==> config.mk <==
export PLATFORM = sky130hd
export DESIGN_NAME = temp_sensor_reading_supervisor
export DESIGN_NICKNAME = d
export VERILOG_FILES = /design/src/rtl/tsrs_pkg.sv /design/src/rtl/tsrs_convert.sv /design/src/rtl/temp_sensor_reading_supervisor.sv
export SDC_FILE = /design/constraint.sdc
export NUM_CORES = 1
export LEC_CHECK = 0
export BUFFER_PORTS_ARGS = -buffer_cell sky130_fd_sc_hd__buf_2
export CORE_ASPECT_RATIO = 0.6
export CORE_UTILIZATION = 25
export CTS_BUF_LIST = sky130_fd_sc_hd__clkbuf_2 sky130_fd_sc_hd__clkbuf_4 sky130_fd_sc_hd__clkbuf_8
export CTS_CLUSTER_SIZE = 24
export DETAILED_ROUTE_END_ITERATION = 10
export HOLD_SLACK_MARGIN = 0.02
export PLACE_DENSITY = 0.44
export SLEW_MARGIN = 30
export SYNTH_ARGS = -nofsm -noshare
export SYNTH_HDL_FRONTEND = slang
export SYNTH_SLANG_ARGS = --single-unit
==> constraint.sdc <==
create_clock -name clk -period 7.7 [get_ports clk]
set_input_delay 0.77 -clock clk [delete_from_list [all_inputs] [get_ports clk]]
set_output_delay 0.77 -clock clk [all_outputs]
set_load 0.01 [all_outputs]
==> src/rtl/tsrs_pkg.sv <==
// ----------------------------------------------------------------------------
// tsrs_pkg
// Shared types and codes for the temperature reading supervisor.
// ----------------------------------------------------------------------------
package tsrs_pkg;

  // read attempt kinds carried in the mode field
  typedef enum logic [2:0] {
    MODE_SAMPLE   = 3'd0,
    MODE_TIMEOUT  = 3'd1,
    MODE_BUS_ERR  = 3'd2,
    MODE_REC_OK   = 3'd3,
    MODE_REC_FAIL = 3'd4
  } mode_t;

  // result status codes
  localparam logic [2:0] ST_OK      = 3'd0;
  localparam logic [2:0] ST_WINDOW  = 3'd1;
  localparam logic [2:0] ST_TIMEOUT = 3'd2;
  localparam logic [2:0] ST_BUS_ERR = 3'd3;
  localparam logic [2:0] ST_REFUSED = 3'd4;

  // register indexes (byte address 4*i)
  localparam logic [1:0] REG_VALID_MIN  = 2'd0;
  localparam logic [1:0] REG_VALID_MAX  = 2'd1;
  localparam logic [1:0] REG_FAIL_LIMIT = 2'd2;

  localparam int unsigned TenthsW  = 13;
  localparam int unsigned PaddrW   = 4;

  localparam logic signed [TenthsW-1:0] VALID_MIN_RST  = -13'sd400;
  localparam logic signed [TenthsW-1:0] VALID_MAX_RST  = 13'sd1250;
  localparam logic [7:0]                FAIL_LIMIT_RST = 8'd3;
  localparam logic signed [15:0]        TEMP_INVALID   = 16'sh8000;

  typedef struct packed {
    logic [2:0]  mode;
    logic [15:0] raw_word;
  } in_item_t;

  typedef struct packed {
    logic [2:0]         status;
    logic signed [15:0] temp_tenths;
    logic               in_fault;
    logic [7:0]         fail_streak;
    logic [15:0]        fault_total;
    logic [1:0]         active_code;
    logic [1:0]         last_code;
  } out_item_t;

  // result of the sample conversion
  typedef struct packed {
    logic signed [TenthsW-1:0] tenths;
    logic                      in_window;
  } conv_res_t;

endpackage

==> src/rtl/tsrs_convert.sv <==
// ----------------------------------------------------------------------------
// tsrs_convert
// Q4 sensor word to tenths of a degree with window check.
// ----------------------------------------------------------------------------
module tsrs_convert (
  input  logic [15:0]                        raw_word,
  input  logic signed [tsrs_pkg::TenthsW-1:0] valid_min,
  input  logic signed [tsrs_pkg::TenthsW-1:0] valid_max,
  output tsrs_pkg::conv_res_t                 res
);
  import tsrs_pkg::*;

  logic                neg;
  logic [12:0]         mag;
  logic [16:0]         scaled;
  logic [11:0]         rounded;
  logic signed [12:0]  tenths;

  // alert flags in bits 15..13 are dropped
  assign neg = raw_word[12];
  // 13-bit negate; -4096 wraps to an unsigned 4096 which is what we want
  assign mag = neg ? 13'(-raw_word[12:0]) : raw_word[12:0];
  // round half away from zero: (|q4| * 10 + 8) >> 4
  assign scaled  = 17'(mag) * 17'd10 + 17'd8;
  assign rounded = scaled[15:4];
  assign tenths  = neg ? 13'(-{1'b0, rounded}) : {1'b0, rounded};

  assign res.tenths    = tenths;
  assign res.in_window = (tenths >= valid_min) && (tenths <= valid_max);

endmodule

==> src/rtl/temp_sensor_reading_supervisor.sv <==
// ----------------------------------------------------------------------------
// temp_sensor_reading_supervisor
// Converts sensor words, tracks failure streaks and latches a fault state.
// ----------------------------------------------------------------------------
// Results land in the result register, or in the skid stage while the output
// stalls. Throughput: one transaction per cycle while in_stall is low; the state
// update for an item is a single registered pass, and a one-entry skid stage
// behind the result register takes one more transaction while the output stalls.
// Reset (synchronous, rst_n low): state and registers to their defaults,
// result and skid stages empty.
module temp_sensor_reading_supervisor (
  input  logic                           clk,
  input  logic                           rst_n,
  input  logic                           in_valid,
  output logic                           in_stall,
  input  tsrs_pkg::in_item_t             in_data,
  output logic                           out_valid,
  input  logic                           out_stall,
  output tsrs_pkg::out_item_t            out_data,
  input  logic                           psel,
  input  logic                           penable,
  input  logic                           pwrite,
  input  logic [tsrs_pkg::PaddrW-1:0]    paddr,
  input  logic [31:0]                    pwdata,
  output logic [31:0]                    prdata,
  output logic                           pready
);
  import tsrs_pkg::*;

  // configuration
  logic signed [TenthsW-1:0] valid_min_r, valid_max_r;
  logic [7:0]                fail_limit_r;
  logic                      cfg_wr;
  logic [1:0]                reg_idx;

  // supervisor state
  logic               fault_r, fault_nxt;
  logic [7:0]         streak_r, streak_nxt;
  logic [15:0]        fault_total_r, fault_total_nxt;
  logic signed [15:0] last_temp_r, last_temp_nxt;
  logic [1:0]         active_code_r, active_code_nxt;
  logic [1:0]         last_code_r, last_code_nxt;

  logic               accept;
  logic [2:0]         status;
  logic               fail;
  logic [1:0]         fail_code;
  logic [7:0]         streak_inc;
  conv_res_t          conv;
  out_item_t          result;

  // output and skid stages
  logic       out_valid_r, skid_valid_r;
  out_item_t  out_data_r, skid_data_r;
  logic       out_free;

  assign pready  = 1'b1;
  assign reg_idx = paddr[3:2];
  assign cfg_wr  = psel & penable & pwrite & pready;

  always_ff @(posedge clk) begin
    if (!rst_n) begin
      valid_min_r  <= VALID_MIN_RST;
      valid_max_r  <= VALID_MAX_RST;
      fail_limit_r <= FAIL_LIMIT_RST;
    end else if (cfg_wr) begin
      unique case (reg_idx)
        REG_VALID_MIN:  valid_min_r  <= pwdata[TenthsW-1:0];
        REG_VALID_MAX:  valid_max_r  <= pwdata[TenthsW-1:0];
        REG_FAIL_LIMIT: fail_limit_r <= pwdata[7:0];
        default: ;
      endcase
    end
  end

  always_comb begin
    unique case (reg_idx)
      REG_VALID_MIN:  prdata = 32'(valid_min_r);
      REG_VALID_MAX:  prdata = 32'(valid_max_r);
      REG_FAIL_LIMIT: prdata = {24'd0, fail_limit_r};
      default:        prdata = 32'd0;
    endcase
  end

  tsrs_convert u_convert (
    .raw_word  (in_data.raw_word),
    .valid_min (valid_min_r),
    .valid_max (valid_max_r),
    .res       (conv)
  );

  // next supervisor state for the incoming transaction
  always_comb begin
    fault_nxt       = fault_r;
    streak_nxt      = streak_r;
    fault_total_nxt = fault_total_r;
    last_temp_nxt   = last_temp_r;
    active_code_nxt = active_code_r;
    last_code_nxt   = last_code_r;
    status          = ST_OK;
    fail            = 1'b0;
    fail_code       = ST_OK[1:0];
    streak_inc      = (streak_r == 8'hFF) ? streak_r : streak_r + 8'd1;

    if (fault_r && (in_data.mode == MODE_SAMPLE || in_data.mode == MODE_TIMEOUT ||
                    in_data.mode == MODE_BUS_ERR)) begin
      status = ST_REFUSED;
    end else begin
      case (in_data.mode)
        MODE_SAMPLE: begin
          if (!conv.in_window) begin
            status = ST_WINDOW;
            fail   = 1'b1;
          end else begin
            last_temp_nxt   = 16'(conv.tenths);
            streak_nxt      = 8'd0;
            active_code_nxt = ST_OK[1:0];
            fault_nxt       = 1'b0;
          end
        end
        MODE_TIMEOUT: begin
          status = ST_TIMEOUT;
          fail   = 1'b1;
        end
        MODE_BUS_ERR: begin
          status = ST_BUS_ERR;
          fail   = 1'b1;
        end
        MODE_REC_OK: begin
          streak_nxt = 8'd0;
          fault_nxt  = 1'b0;
        end
        MODE_REC_FAIL: status = ST_BUS_ERR;
        default: ;
      endcase
    end

    if (fail) begin
      fail_code     = status[1:0];
      last_temp_nxt = TEMP_INVALID;
      last_code_nxt = fail_code;
      streak_nxt    = streak_inc;
      if (streak_inc >= fail_limit_r) begin
        if (!fault_r && fault_total_r != 16'hFFFF) begin
          fault_total_nxt = fault_total_r + 16'd1;
        end
        fault_nxt       = 1'b1;
        active_code_nxt = fail_code;
      end else begin
        fault_nxt = 1'b0;
      end
    end
  end

  assign result.status      = status;
  assign result.temp_tenths = last_temp_nxt;
  assign result.in_fault    = fault_nxt;
  assign result.fail_streak = streak_nxt;
  assign result.fault_total = fault_total_nxt;
  assign result.active_code = active_code_nxt;
  assign result.last_code   = last_code_nxt;

  assign in_stall = skid_valid_r;
  assign accept   = in_valid & ~skid_valid_r;
  assign out_free = ~out_valid_r | ~out_stall;

  always_ff @(posedge clk) begin
    if (!rst_n) begin
      fault_r       <= 1'b0;
      streak_r      <= 8'd0;
      fault_total_r <= 16'd0;
      last_temp_r   <= TEMP_INVALID;
      active_code_r <= ST_OK[1:0];
      last_code_r   <= ST_OK[1:0];
    end else if (accept) begin
      fault_r       <= fault_nxt;
      streak_r      <= streak_nxt;
      fault_total_r <= fault_total_nxt;
      last_temp_r   <= last_temp_nxt;
      active_code_r <= active_code_nxt;
      last_code_r   <= last_code_nxt;
    end
  end

  always_ff @(posedge clk) begin
    if (!rst_n) begin
      out_valid_r  <= 1'b0;
      skid_valid_r <= 1'b0;
    end else if (out_free) begin
      if (skid_valid_r) begin
        out_valid_r  <= 1'b1;
        skid_valid_r <= 1'b0;
      end else begin
        out_valid_r <= accept;
      end
    end else if (accept) begin
      skid_valid_r <= 1'b1;
    end
  end

  always_ff @(posedge clk) begin
    if (out_free) begin
      if (skid_valid_r) begin
        out_data_r <= skid_data_r;
      end else if (accept) begin
        out_data_r <= result;
      end
    end else if (accept) begin
      skid_data_r <= result;
    end
  end

  assign out_valid = out_valid_r;
  assign out_data  = out_data_r;

  // a latched fault always follows at least one counted failure
  assert property (@(posedge clk) disable iff (!rst_n) fault_r |-> streak_r != 8'd0)
    else $error("fault latched with empty failure streak");

  // the skid entry only fills behind an occupied result register
  assert property (@(posedge clk) disable iff (!rst_n) skid_valid_r |-> out_valid_r)
    else $error("skid stage holds data while result register is empty");

  // the fault counter moves only on entry into the fault state
  assert property (@(posedge clk) disable iff (!rst_n)
                   !$stable(fault_total_r) |-> $rose(fault_r))
    else $error("fault counter changed without fault entry");

endmodule
== After elaboration in Yosys (flattened, before gate mapping) ==
Cells that the tools add are included.
Widths: inputs -> output; s select.

* Bits of input ports: 62
* Output and inout bits: 83
* Word-level logic and storage cells: 103
* Register bits: 177

* Muxes and demuxes: 35
* $lt $le $gt $ge: 3
* Eq/ne operators: 8
* $add $sub $neg: 5
* Bitwise operators: 9
* Reduce and logical (&&, ||, !) cells: 17
* Multiply operators: 1

{| class="wikitable"
|+ Operator list
! cell !! count
|-
| $mux 16 || 7
|-
| $mux 48 || 2
|-
| $pmux 32 s3 || 1
|-
| $mux 8 || 4
|-
| $mux 13 || 2
|-
| $add 16x1->16 const B || 1
|-
| $add 16x4->16 const B || 1
|-
| $ne 16x16->1 const B || 1
|-
| $pmux 8 s2 || 1
|-
| $mul 13x3->15 const B || 1
|-
| $ge 13x13->1 || 1
|-
| $le 13x13->1 || 1
|-
| $neg 12->13 || 1
|-
| $neg 13->13 || 1
|-
| $mux 2 || 6
|-
| $reduce_and 2->1 || 5
|-
| $add 8x1->8 const B || 1
|-
| $eq 8x8->1 const B || 1
|-
| $ge 8x8->1 || 1
|-
| $mux 1 || 8
|-
| $eq 3x2->1 const B || 2
|-
| $pmux 2 s3 || 1
|-
| $reduce_or 2->1 || 3
|-
| $not 1->1 || 5
|-
| 14 further kinds || 20
|}

== Depth between registers and ports, before layout ==
Gate-level depths: netlist (run 1).

* Depth in word-level cells: 15
* Gate-level depth with buffers: 33
* Depth with buffers taken out: 29

== Hierarchy ==
From an unflattened synthesis (run 1), not the netlist that was laid out.

* Cell total of the unflattened synthesis: 1114
* Area, all modules: 10346.2 µm²

{| class="wikitable"
|+ Modules (own cells, without submodules)
! module !! cells an instance !! area an instance (µm²) !! times used !! seq. area each (µm²)
|-
| temp_sensor_reading_supervisor || 856 || 8411.8 || 1 || 4504.3
|-
| tsrs_convert || 258 || 1934.4 || 1 || 0.0
|}

== Worst setup path after synthesis (run 1) ==
Ideal clock, no wire load.

* Path type: input port to flip-flop
* Start: in in_data[12] (netlist name)
* End: reg out_data_r, in the netlist out_data[15] (data pin)
* Arrival time: 7.504 ns
* Buffers on the path: 6
* Cell stages on the path: 30
* Required time: 7.440 ns
* Path slack: -0.064 ns
* Cell sequence: clkbuf_1 > clkbuf_1 > clkbuf_1 > o31ai_1 > xnor2_1 > ha_1 > ha_1 > inv_1 > fa_1 > nor2b_1 > o2111a_1 > o2111ai_1 > or4b_1 > buf_2 > or2_1 > o31a_1 > o41ai_2 > xor2_1 > ha_1 > nand4_1 > a211oi_1 > o311a_1 > o31a_1 > clkbuf_1 > nand2_1 > nor3_1 > clkbuf_1 > nand2_1 > xnor2_1 > mux2_2

* Word-level cells in the longest chain between the ends: 14
* Elaborated cells on any way between the ends: 15
* Those cells by class: add/sub: 3; mul: 1; order compare: 2; mux: 8; reduce/logical: 1

{| class="wikitable"
|+ RTL lines
! item !! RTL line !! RTL
|-
| start, declared || temp_sensor_reading_supervisor.sv:16 || <nowiki>input tsrs_pkg::in_item_t in_data,</nowiki>
|-
| $neg 13->13 || tsrs_convert.sv:22 || <nowiki>assign mag = neg ? 13'(-raw_word[12:0]) : raw_word[12:0];</nowiki>
|-
| $mux 13 || tsrs_convert.sv:22 ||
|-
| $mul 13x3->15 || tsrs_convert.sv:24 || <nowiki>assign scaled = 17'(mag) * 17'd10 + 17'd8;</nowiki>
|-
| $add 16x4->16 || tsrs_convert.sv:24 ||
|-
| $neg 12->13 || tsrs_convert.sv:26 || <nowiki>assign tenths = neg ? 13'(-{1'b0, rounded}) : {1'b0, rounded};</nowiki>
|-
| $mux 13 * || tsrs_convert.sv:26 ||
|-
| $ge 13x13->1 or $le 13x13->1 (tied branches) || tsrs_convert.sv:29 || <nowiki>assign res.in_window = (tenths >= valid_min) && (tenths <= valid_max);</nowiki>
|-
| $logic_and 1x1->1 * || tsrs_convert.sv:29 ||
|-
| $mux 1 * || temp_sensor_reading_supervisor.sv:111 || <nowiki>if (!conv.in_window) begin</nowiki>
|-
| $pmux 1 s2 * || temp_sensor_reading_supervisor.sv:109 || <nowiki>case (in_data.mode)</nowiki>
|-
| $mux 1 * || temp_sensor_reading_supervisor.sv:105 || <nowiki>if (fault_r && (in_data.mode == MODE_SAMPLE || in_data.mode == MODE_TIMEOUT ||</nowiki>
|-
| $mux 16 * || temp_sensor_reading_supervisor.sv:138 || <nowiki>if (fail) begin</nowiki>
|-
| named net fault_total_nxt[11] || temp_sensor_reading_supervisor.sv:39 || <nowiki>logic [15:0] fault_total_r, fault_total_nxt;</nowiki>
|-
| $mux 48 * || temp_sensor_reading_supervisor.sv:205 || <nowiki>end else if (accept) begin</nowiki>
|-
| $mux 48 * || temp_sensor_reading_supervisor.sv:203 || <nowiki>if (skid_valid_r) begin</nowiki>
|-
| end signal, assigned || temp_sensor_reading_supervisor.sv:204 || <nowiki>out_data_r <= skid_data_r;</nowiki>
|-
| end signal, assigned || temp_sensor_reading_supervisor.sv:206 || <nowiki>out_data_r <= result;</nowiki>
|-
| end, declared || temp_sensor_reading_supervisor.sv:54 || <nowiki>out_item_t out_data_r, skid_data_r;</nowiki>
|}

Mark *: on every way through the listed nets, which the timed path passes. The rest lies on a longest branch. The select of a mux whose other input is x is not followed.
A chain may end at the register's enable or synchronous reset.

== Worst setup path after layout (run 1) ==
* Start: in in_data[0] (netlist name)
* End: reg out_data_r, in the netlist out_data[3] (data pin)

* Word-level cells in the longest chain between the ends: 15
* Elaborated cells on any way between the ends: 19
* Those cells by class: add/sub: 3; mul: 1; order compare: 2; mux: 12; reduce/logical: 1

{| class="wikitable"
|+ RTL lines
! item !! RTL line !! RTL
|-
| $neg 13->13 || tsrs_convert.sv:22 ||
|-
| $mux 13 * || tsrs_convert.sv:22 ||
|-
| $mul 13x3->15 * || tsrs_convert.sv:24 ||
|-
| $add 16x4->16 * || tsrs_convert.sv:24 ||
|-
| $neg 12->13 || tsrs_convert.sv:26 ||
|-
| $mux 13 * || tsrs_convert.sv:26 ||
|-
| $ge 13x13->1 or $le 13x13->1 (tied branches) || tsrs_convert.sv:29 ||
|-
| $logic_and 1x1->1 * || tsrs_convert.sv:29 ||
|-
| $mux 2 || temp_sensor_reading_supervisor.sv:111 ||
|-
| $mux 2 || temp_sensor_reading_supervisor.sv:109 ||
|-
| $mux 2 || temp_sensor_reading_supervisor.sv:105 ||
|-
| $mux 2 || temp_sensor_reading_supervisor.sv:143 || <nowiki>if (streak_inc >= fail_limit_r) begin</nowiki>
|-
| $mux 2 * || temp_sensor_reading_supervisor.sv:138 ||
|-
| named net active_code_nxt[1] || temp_sensor_reading_supervisor.sv:41 || <nowiki>logic [1:0] active_code_r, active_code_nxt;</nowiki>
|-
| $mux 48 * || temp_sensor_reading_supervisor.sv:205 ||
|-
| $mux 48 * || temp_sensor_reading_supervisor.sv:203 ||
|}

Marks and branches as above.

==> results of run 1 <==
==> logic make-up after synthesis <==
| logic type | after synthesis |
|---|---|
| flip-flops | 177 |
| multiplexers | 68 |
| AO/OA/AOI/OAI | 190 |
| other | 1 |
| XOR/XNOR | 72 |
| adder cells (fa/ha/maj) | 62 |
| buffers and inverters | 129 |
| AND/OR/NAND/NOR | 364 |
==> layer usage <==
layer  up-vias  part of all wire  wire length (microns)
met4         0            0.0080                    224
met3        12             0.037                   1030
li1       4077                 -                      -
met5         -                 0                      0
met1      3809              0.58                  16300
met2       141              0.38                  10600
==> path summary, 6_finish.rpt <==
path	startpoint	end	slack, ps
max	in_data[0]	out_data[3]	450
min	last_temp_r[14]	last_temp_r[14]	460
max reg2reg	streak_r[0]	out_data[5]	3400
min reg2reg	last_temp_r[14]	last_temp_r[14]	460
==> registers in the layout, summed over array words and instances (netlist names) <==
| register | cells |
|---|---|
| out_data | 48 |
| skid_data_r | 48 |
| fault_total_r | 16 |
| last_temp_r | 16 |
| valid_max_r | 13 |
| valid_min_r | 13 |
| fail_limit_r | 8 |
| streak_r | 8 |
| active_code_r | 2 |
| last_code_r | 2 |
| fault_r | 1 |
| in_stall | 1 |
| out_valid | 1 |
==> worst register-to-register path: cells and delay by family, from the launching register on <==
kind	cells	cell delay [ps]
flip-flops	1	470
XOR/XNOR	1	250
adder cells (fa/ha/maj)	2	600
AO/OA/AOI/OAI	5	1170
multiplexers	2	600
buffers and inverters	1	220
AND/OR/NAND/NOR	5	770
==> stage by stage <==
step	worst slack, ps	util	instances
2_1_floorplan	34.7	-	1063
6_report	452	0.307	1769
4_1_cts	399	0.307	1768
5_1_grt	0.838	0.307	1769
3_3_place_gp	-222	0.296	1736
3_5_place_dp	-150	0.296	1736
==> Yosys cell counts (6+ instances only) <==
master,count
buf_4,20
nor2_1,69
and3_1,10
xnor2_1,60
nor3_1,10
buf_1,6
mux2i_1,33
o211ai_1,19
ha_1,61
or2_2,6
nand2_1,149
nor3b_1,9
edfxtp_1,96
o21ai_0,39
and2_1,25
a21o_1,14
o31ai_1,14
dfxtp_1,81
inv_1,54
clkbuf_1,45
a21oi_1,24
nand2b_1,8
a21boi_0,20
nor2b_1,18
mux2_2,34
nand4_1,15
nand3_1,19
xor2_1,11
==> power groups by stage <==
stage | logic, W | registers (W) | clock network, W
2_1_floorplan | 0.000579 | 0.00108 | 0
3_3_place_gp | 0.000976 | 0.00107 | 0
3_5_place_dp | 0.000989 | 0.00107 | 0
4_1_cts | 0.000997 | 0.00105 | 0.000733
5_1_grt | 0.00110 | 0.00106 | 0.000766
6_report | 0.000995 | 0.00105 | 0.000696
==> area by class of cell <==
type / count / area [sq um]
Fill cell: 4302 / 28200
Tap cell: 531 / 664
Clock buffer: 17 / 234
Clock inverter: 15 / 188
Antenna cell: 1 / 2.50
Inverter: 56 / 210
Timing Repair Buffer: 215 / 1320
Sequential cell: 177 / 4510
Multi-Input combinational cell: 757 / 5360
==> repair_timing <==
action	in CTS	in global routing
endpoints found under the setup margin	0	17
hold endpoints to repair	0	0
gates resized for setup	0	3
==> flow_summary.toml, run 1 <==
[logic_synthesis]
synth_nets = 1187
synth-compound-area-share = 0.134
synth_edf_count = 96
synthAdderAreaFrac = 0.0755
ys_seq_elements = 177
synthMuxAreaShare = 0.0702
ys_top_cells_by_area = "edfxtp_1 28%, dfxtp_1 16%, ha_1 7.4%"
synth_top_area_frac = 0.278
synth_top_family_by_area = "simple AND/OR/NAND/NOR gates"
yosys_warnings = 0
synthFlopType = "edfxtp_1"
synth.avg_cell_area_sq_um = 9.75
yosysUniqueCellTypes = 80
synthXorXnorAreaFrac = 0.0626
synth_area_leader_cell = "edfxtp_1"
synthArstFlopShare = 0
synth-simple-area-share = 0.168
syn_inst = 1063
syn_area_sq_mm = 0.0104
seq_area_frac_synth = 0.434

[grt]
grt_pass1_wl_microns = 44600
grtUsageTotal = 0.137
antenna_found_initial = 1
grt_use_met2 = 0.178
grt.met3_usage = 0.0279
grt_overflow_total = 0
grt_max_degree = 80
met1_usage = 0.223
busiest_layer = "met1"
grt_pass1_vias = 7523

[clock_network]
ctsRootBufferMaster = "clkbuf_8"
path_clk_slew_ps = 100
cts_buffer_depth = 2
postCtsSetupBuffers = 0
cts_num_sinks = 177
hold_buffers = 0
cts_tree = "yes"
cts-buffers-inserted = 17
clkLatencyLatePin_ps = 500
cts_max_level = 4

[final_layout]
syn_to_final_growth_pct = 20.4
final_area_sq_mm = 0.0125
final_common_cell = "nand2_1"
layout-drive-gt1-share = 0.251
final_cell_mix = "149 x nand2_1, 119 x buf_2, 96 x edfxtp_1, 95 x buf_4, 80 x dfxtp_1"
fin_nets = 1348

[worst_setup_path]
start_kind = "input port"
path_buf_inv = 6
ff2ff_path_depth = 16
path_delay_family = "compound AO/OA/AOI/OAI gates"
cp.required_ps = 7940
slowest_stage = "or4b_1"
end_kind = "register"
path_max_fanout = 36
path_class = "in -> reg"
cp.arrival_ps = 7490
cp.depth = 28
slowest_delay_ps = 590

[floorplan]
io_pins = 145
start_util = 0.255
fp.dieArea_sq_mm = 0.0423
die_width_microns = 265
core-area_sq_mm = 0.0407
core.rowCount = 57
fp.dieH_microns = 160

[detailed_routing]
drc_errors = 0
wire_per_inst_microns = 15.9
wl_microns = 28100
drt-pass1-iter-count = 5
vias = 8039
avgViaCountPerCell = 4.54
final_antenna_net_count = 0
drtIter0Drc = 453

[power]
pwr-share-comb = 0.363
p_total_w = 0.00274
clock_power_share = 0.254
pwr-share-seq = 0.383
power_switching_share = 0.353
powerDensity_mw_per_mm2 = 220
leakagePower_nw = 5.16
vdd_drop_max_mv = 0.108
p_int_w = 0.00178
p_switching_w = 0.000967

[timing]
min_period_ps = 7250
fin_crit_sh = 0.941
fmax_mhz = 138
whs_ps = 463
grt_setup_unrepaired = "false"
final_max_slew_viol_count = 0
skew_ps = 24.7
timing.final.hold_violations = 0
fin_tns_setup_ps = 0
setup_viol = 0
slew_headroom = 0.426
worst_pin_slew_ps = 859

[outcome]
outcome = "finished, final reports clean"

[placement]
portBuffers = 119
dpl.hpwl_microns = 20700
placed_area_sq_mm = 0.0120
gp_congestion = 0.798

[hold_path]
holdPathStages = 2
min_path_type = "reg -> reg"

[run]
drv_cap = 0
(Power assumes the default switching activity.)
==> run 2, diff against run 1 <==
Settings changed: ABC_AREA from default to 1, PLACE_DENSITY 0.44 to 0.43.
==> run 2 against run 1 <==
  * Worst setup slack better by 800 ps
  * Final area is 0.14% lower
  * Flip-flop and latch count stayed put
  * Sequential share of layout area is 0.051 points higher
  * Register-to-register slack better by 490 ps
  * Area after synthesis is 5.8% higher
  * Synthesized cell count is 33% higher
  * Clock skew is 9.6 ps lower
  * First-iteration DRC count is 45% higher
  * Critical path type unchanged
  * Critical endpoint is now out_data[26]
==> flow_summary.toml, run 2 <==
[clock_network]
cts_num_sinks = 177
postCtsSetupBuffers = 0
cts_resized = 0
cts-buffers-inserted = 17
path_clk_slew_ps = 100
ctsRootBufferMaster = "clkbuf_8"
cts_max_level = 4
cts_tree = "yes"
cts_buffer_depth = 2
clkLatencyLatePin_ps = 500
hold_buffers = 0

[final_layout]
diodes = 0
layout.cells.non_filler = 2089
syn_to_final_growth_pct = 13.6
layout-drive-gt1-share = 0.168
fin_nets = 1621
final_common_cell = "nand2_1"
final_cell_mix = "339 x nand2_1, 190 x inv_1, 119 x buf_2, 110 x o21ai_0, 96 x edfxtp_1"

[power]
pwr-share-comb = 0.344
power_switching_share = 0.386
pwr-share-seq = 0.410
p_int_w = 0.00165
leakagePower_nw = 5.81
p_switching_w = 0.00103
vdd_drop_max_mv = 0.106
powerDensity_mw_per_mm2 = 215
clock_power_share = 0.247

[timing]
worst_pin_slew_ps = 762
min_period_ps = 6450
fin_crit_sh = 0.838
final_max_slew_viol_count = 0
skew_ps = 15.1
grt_setup_unrepaired = "false"
fmax_mhz = 155
timing.final.hold_violations = 0
setup_viol = 0
slew_headroom = 0.492
fin_tns_setup_ps = 0

[logic_synthesis]
synthArstFlopShare = 0
seq_area_frac_synth = 0.411
synthMostInstantiatedCell = "nand2_1"
yosys-top-cells-count = "339 x nand2_1, 190 x inv_1, 110 x o21ai_0, 96 x edfxtp_1, 82 x nor2_1"
synth_edf_count = 96
syn_inst = 1415
yosysUniqueCellTypes = 48
synth.avg_cell_area_sq_um = 7.75
synthFlopType = "edfxtp_1"
synth_top_area_frac = 0.263
synth_area_leader_cell = "edfxtp_1"
synth_nets = 1539
ys_top_cells_by_area = "edfxtp_1 26%, dfxtp_1 15%, nand2_1 12%"
syn_area_sq_mm = 0.0110
yosys_warnings = 0
ys_seq_elements = 177

[floorplan]
core.rowCount = 59
fp.dieH_microns = 164
start_util = 0.253
die_width_microns = 272
fp.dieArea_sq_mm = 0.0447
io_pins = 145
core-area_sq_mm = 0.0433

[worst_setup_path]
cpMostUsedCell = "nand2_1"
cp.required_ps = 7960
slowest_stage = "nand3_1"
path_class = "in -> reg"
end_kind = "register"
start_kind = "input port"
cp.arrival_ps = 6710
path_max_fanout = 9
slowest_delay_ps = 420

[placement]
gp_congestion = 0.840
dpl.hpwl_microns = 22700
portBuffers = 119
placed_cells = 2056

[run]
drv_cap = 0

[grt]
grt_pass1_wl_microns = 48800
grtUsageTotal = 0.144
antenna_found_initial = 0
grt_pass1_vias = 8381
grt_overflow_total = 0
grt_use_met2 = 0.185
grt.met3_usage = 0.0262
busiest_layer = "met1"
met1_usage = 0.234
grt_max_degree = 68

[detailed_routing]
drt-pass1-iter-count = 7
vias = 9254
avgViaCountPerCell = 4.43
drc_errors = 0
final_antenna_net_count = 0
wl_microns = 31200
wire_per_inst_microns = 14.9
drtIter0Drc = 655

[outcome]
outcome = "finished, final reports clean"

[hold_path]
min_path_type = "reg -> reg"
run 2: critical path: cells and delay by family:
kind,cells,cell delay [ps]
xor+xnor,2,640
simple gates,26,3440
compound gates,3,500
buf+inv,4,390
fa+ha+maj,3,960
run 2: final timing paths:
| kind | slack, ps | start | cells after the start | end |
|---|---|---|---|---|
| setup / recovery | 1250 | in_data[0] | 38 | out_data[26] |
| hold / removal | 490 | fail_limit_r[2] | 2 | fail_limit_r[2] |
| setup reg to reg | 3890 | streak_r[0] | 19 | fault_total_r[13] |
| hold reg to reg | 490 | fail_limit_r[2] | 2 | fail_limit_r[2] |
run 2: layout make-up:
cell class	instances	area, sq um
Sequential cell	177	4510
Inverter	197	739
Clock buffer	17	234
Fill cell	4699	30900
Timing Repair Buffer	135	748
Clock inverter	15	146
Multi-Input combinational cell	969	5370
Tap cell	579	724
run 2: per-stage QoR:
step / total power (W) / hold slack, ps / utilization / setup WS [ps] / area, sq um
2_1_floorplan: 0.00177 / 441 / - / 2240 / 11000
3_5_place_dp: 0.00203 / 468 / 0.278 / 728 / 12100
3_3_place_gp: 0.00202 / 458 / 0.278 / 749 / 12100
6_report: 0.00268 / 487 / 0.288 / 1250 / 12500
5_1_grt: 0.00288 / 464 / 0.288 / 167 / 12500
4_1_cts: 0.00271 / 454 / 0.287 / 1240 / 12400
run 2: cell families (layout without fill, tap and decap cells):
| logic type | after synthesis | count (layout) | share of synthesized area |
|---|---|---|---|
| and+or+nand+nor | 604 | 604 | 0.245 |
| AOI/OAI and AO/OA | 263 | 263 | 0.136 |
| DFF | 177 | 177 | 0.411 |
| buffers and inverters | 269 | 364 | 0.104 |
| other | 1 | 1 | 0.000342 |
| adders and majority gates | 62 | 62 | 0.0714 |
| xor gates and xnor gates | 39 | 39 | 0.0318 |
run 2: layer usage:
metal,part of all wire,vias to the layer above
li1,-,4808
met1,0.59,4269
met2,0.36,159
met3,0.037,18
met4,0.010,0
met5,0,-
run 2: power groups by stage:
stage | logic, W | registers (W) | clock network (W)
2_1_floorplan | 0.000647 | 0.00113 | 0
3_3_place_gp | 0.000897 | 0.00112 | 0
3_5_place_dp | 0.000913 | 0.00112 | 0
4_1_cts | 0.000918 | 0.00110 | 0.000688
5_1_grt | 0.00106 | 0.00111 | 0.000722
6_report | 0.000920 | 0.00110 | 0.000660
==> run 3, diff against run 2 <==
Clock period 7.7 ns to 5.6 ns, I/O delays scaled along.
==> run 3 against run 2 <==
  * Die area unchanged
  * Register-to-register slack worse by 2300 ps
  * Via count is 7.0% higher
  * Wire length increased by 8.3%
  * Clock-buffer cell count rose by 1
  * Sequential power increased by 37%
  * Worst hold slack worse by 200 ps
  * Sequential share of layout area down 5.1 points
  * Final area rose by 16%
  * First-iteration DRC count is 9.2% lower
  * Power grew 63%
==> flow_summary.toml, run 3 (same netlist as run 2, synthesis figures left out) <==
[detailed_routing]
avgViaCountPerCell = 4.44
vias = 9900
drt-pass1-iter-count = 7
wl_microns = 33800
drc_errors = 0
drtIter0Drc = 595
final_antenna_net_count = 0
wire_per_inst_microns = 15.2

[floorplan]
fp.dieArea_sq_mm = 0.0447
fp.dieH_microns = 164
die_width_microns = 272
start_util = 0.253
core-area_sq_mm = 0.0433
io_pins = 145
core.rowCount = 59

[worst_setup_path]
slowest_delay_ps = 470
start_kind = "input port"
cp.required_ps = 5820
end_kind = "register"
path_max_fanout = 6
path_class = "in -> reg"
r2r_slack_ps = 1620
slowest_stage = "fa_2"
cpMostUsedCell = "nand2_2"
cp.arrival_ps = 5660

[timing]
fin_crit_sh = 0.972
whs_ps = 290
fmax_mhz = 184
worst_pin_slew_ps = 938
worst_slack_ps = 159
final_max_slew_viol_count = 0
slew_headroom = 0.374
skew_ps = 20.2
timing.final.hold_violations = 0
setup_viol = 0
min_period_ps = 5440
grt_setup_unrepaired = "true"

[grt]
grt_pass1_wl_microns = 51000
grt_overflow_total = 0
grtUsageTotal = 0.149
grt_pass1_vias = 8721
grt_max_degree = 68
antenna_found_initial = 2

[clock_network]
cts-buffers-inserted = 17
clkLatencyLatePin_ps = 500
ctsRootBufferMaster = "clkbuf_8"
cts_num_sinks = 177
cts_max_level = 4
cts_tree = "yes"
path_clk_slew_ps = 110
cts_buffer_depth = 2

[power]
leakagePower_nw = 6.62
vdd_drop_max_mv = 0.140
powerDensity_mw_per_mm2 = 301

[run]
drv_cap = 0

[placement]
portBuffers = 119
preCtsSetupSlack_ps = -682
dpl.hpwl_microns = 24400
placed_area_sq_mm = 0.0129
gp_congestion = 0.888

[final_layout]
syn_to_final_growth_pct = 32.2
fin_nets = 1759
fin_util = 0.335
final_common_cell = "nand2_1"
final_cell_mix = "297 x nand2_1, 172 x inv_1, 142 x buf_4, 117 x buf_2, 103 x o21ai_0"
layout-drive-gt1-share = 0.329
final_area_sq_mm = 0.0145

[outcome]
outcome = "finished, final reports clean"

[hold_path]
min_path_type = "in -> reg"
run 3: changes by cell type in the layout (fill, tap and decap cells not counted), sizes merged:
cell,delta
buf,+136
clkbuf,+3
bufinv,+1
clkinv,-1
clkinvlp,-1
diode,+1
run 3: where the power goes:
group	total, W	switching (W)	internal, W
clock network	0.000958	0.000537	0.000421
registers	0.00151	0.0000392	0.00147
logic	0.00190	0.00107	0.000829
run 3: final cells by class:
class	count	area [sq um]
fillers	4545	28800
clock inverters	14	170
inverters	197	747
clock buffers	18	241
diodes	1	2.50
repair buffers	273	1870
multi-input cells	969	6240
flip-flops and latches	177	4510
well taps	579	724
run 3: what timing repair did:
| item | CTS | global route |
|---|---|---|
| setup endpoints to repair | 95 | 137 |
| buffers inserted | 1 | 25 |
| hold buffers | 0 | 0 |
| pin swaps | 7 | 76 |
| cloned | 0 | 3 |
| resized for setup | 16 | 187 |
run 3: per-stage QoR:
step / std cells / TNS, ps / power [W]
floorplan: 1415 / 0 / 0.00244
global placement: 2167 / -63230 / 0.00307
detailed placement: 2168 / -75550 / 0.00309
CTS: 2201 / 0 / 0.00409
global route: 2228 / -6710 / 0.00467
finish: 2228 / 0 / 0.00436
run 3: critical path: cells and delay by family:
| family | cells | cell delay, ps |
|---|---|---|
| buffers and inverters | 11 | 1090 |
| xor gates and xnor gates | 2 | 420 |
| adders and majority gates | 4 | 1170 |
| AOI/OAI and AO/OA | 2 | 260 |
| and+or+nand+nor | 21 | 2110 |
run 3: metal layers:
metal,global-route usage,part of all wire,up-vias
li1,-,-,5083
met1,0.246,0.57,4587
met2,0.192,0.38,207
met3,0.0269,0.043,23
met4,0.0301,0.0086,0
met5,0,0,-
run 3: final timing paths:
| path | from | end | cells after the start |
|---|---|---|---|
| min | pwdata[10] | valid_max_r[10] | 3 |
| min reg2reg | fail_limit_r[3] | fail_limit_r[3] | 2 |
| max reg2reg | streak_r[0] | out_data[16] | 16 |
| max | in_data[0] | out_data[38] | 40 |
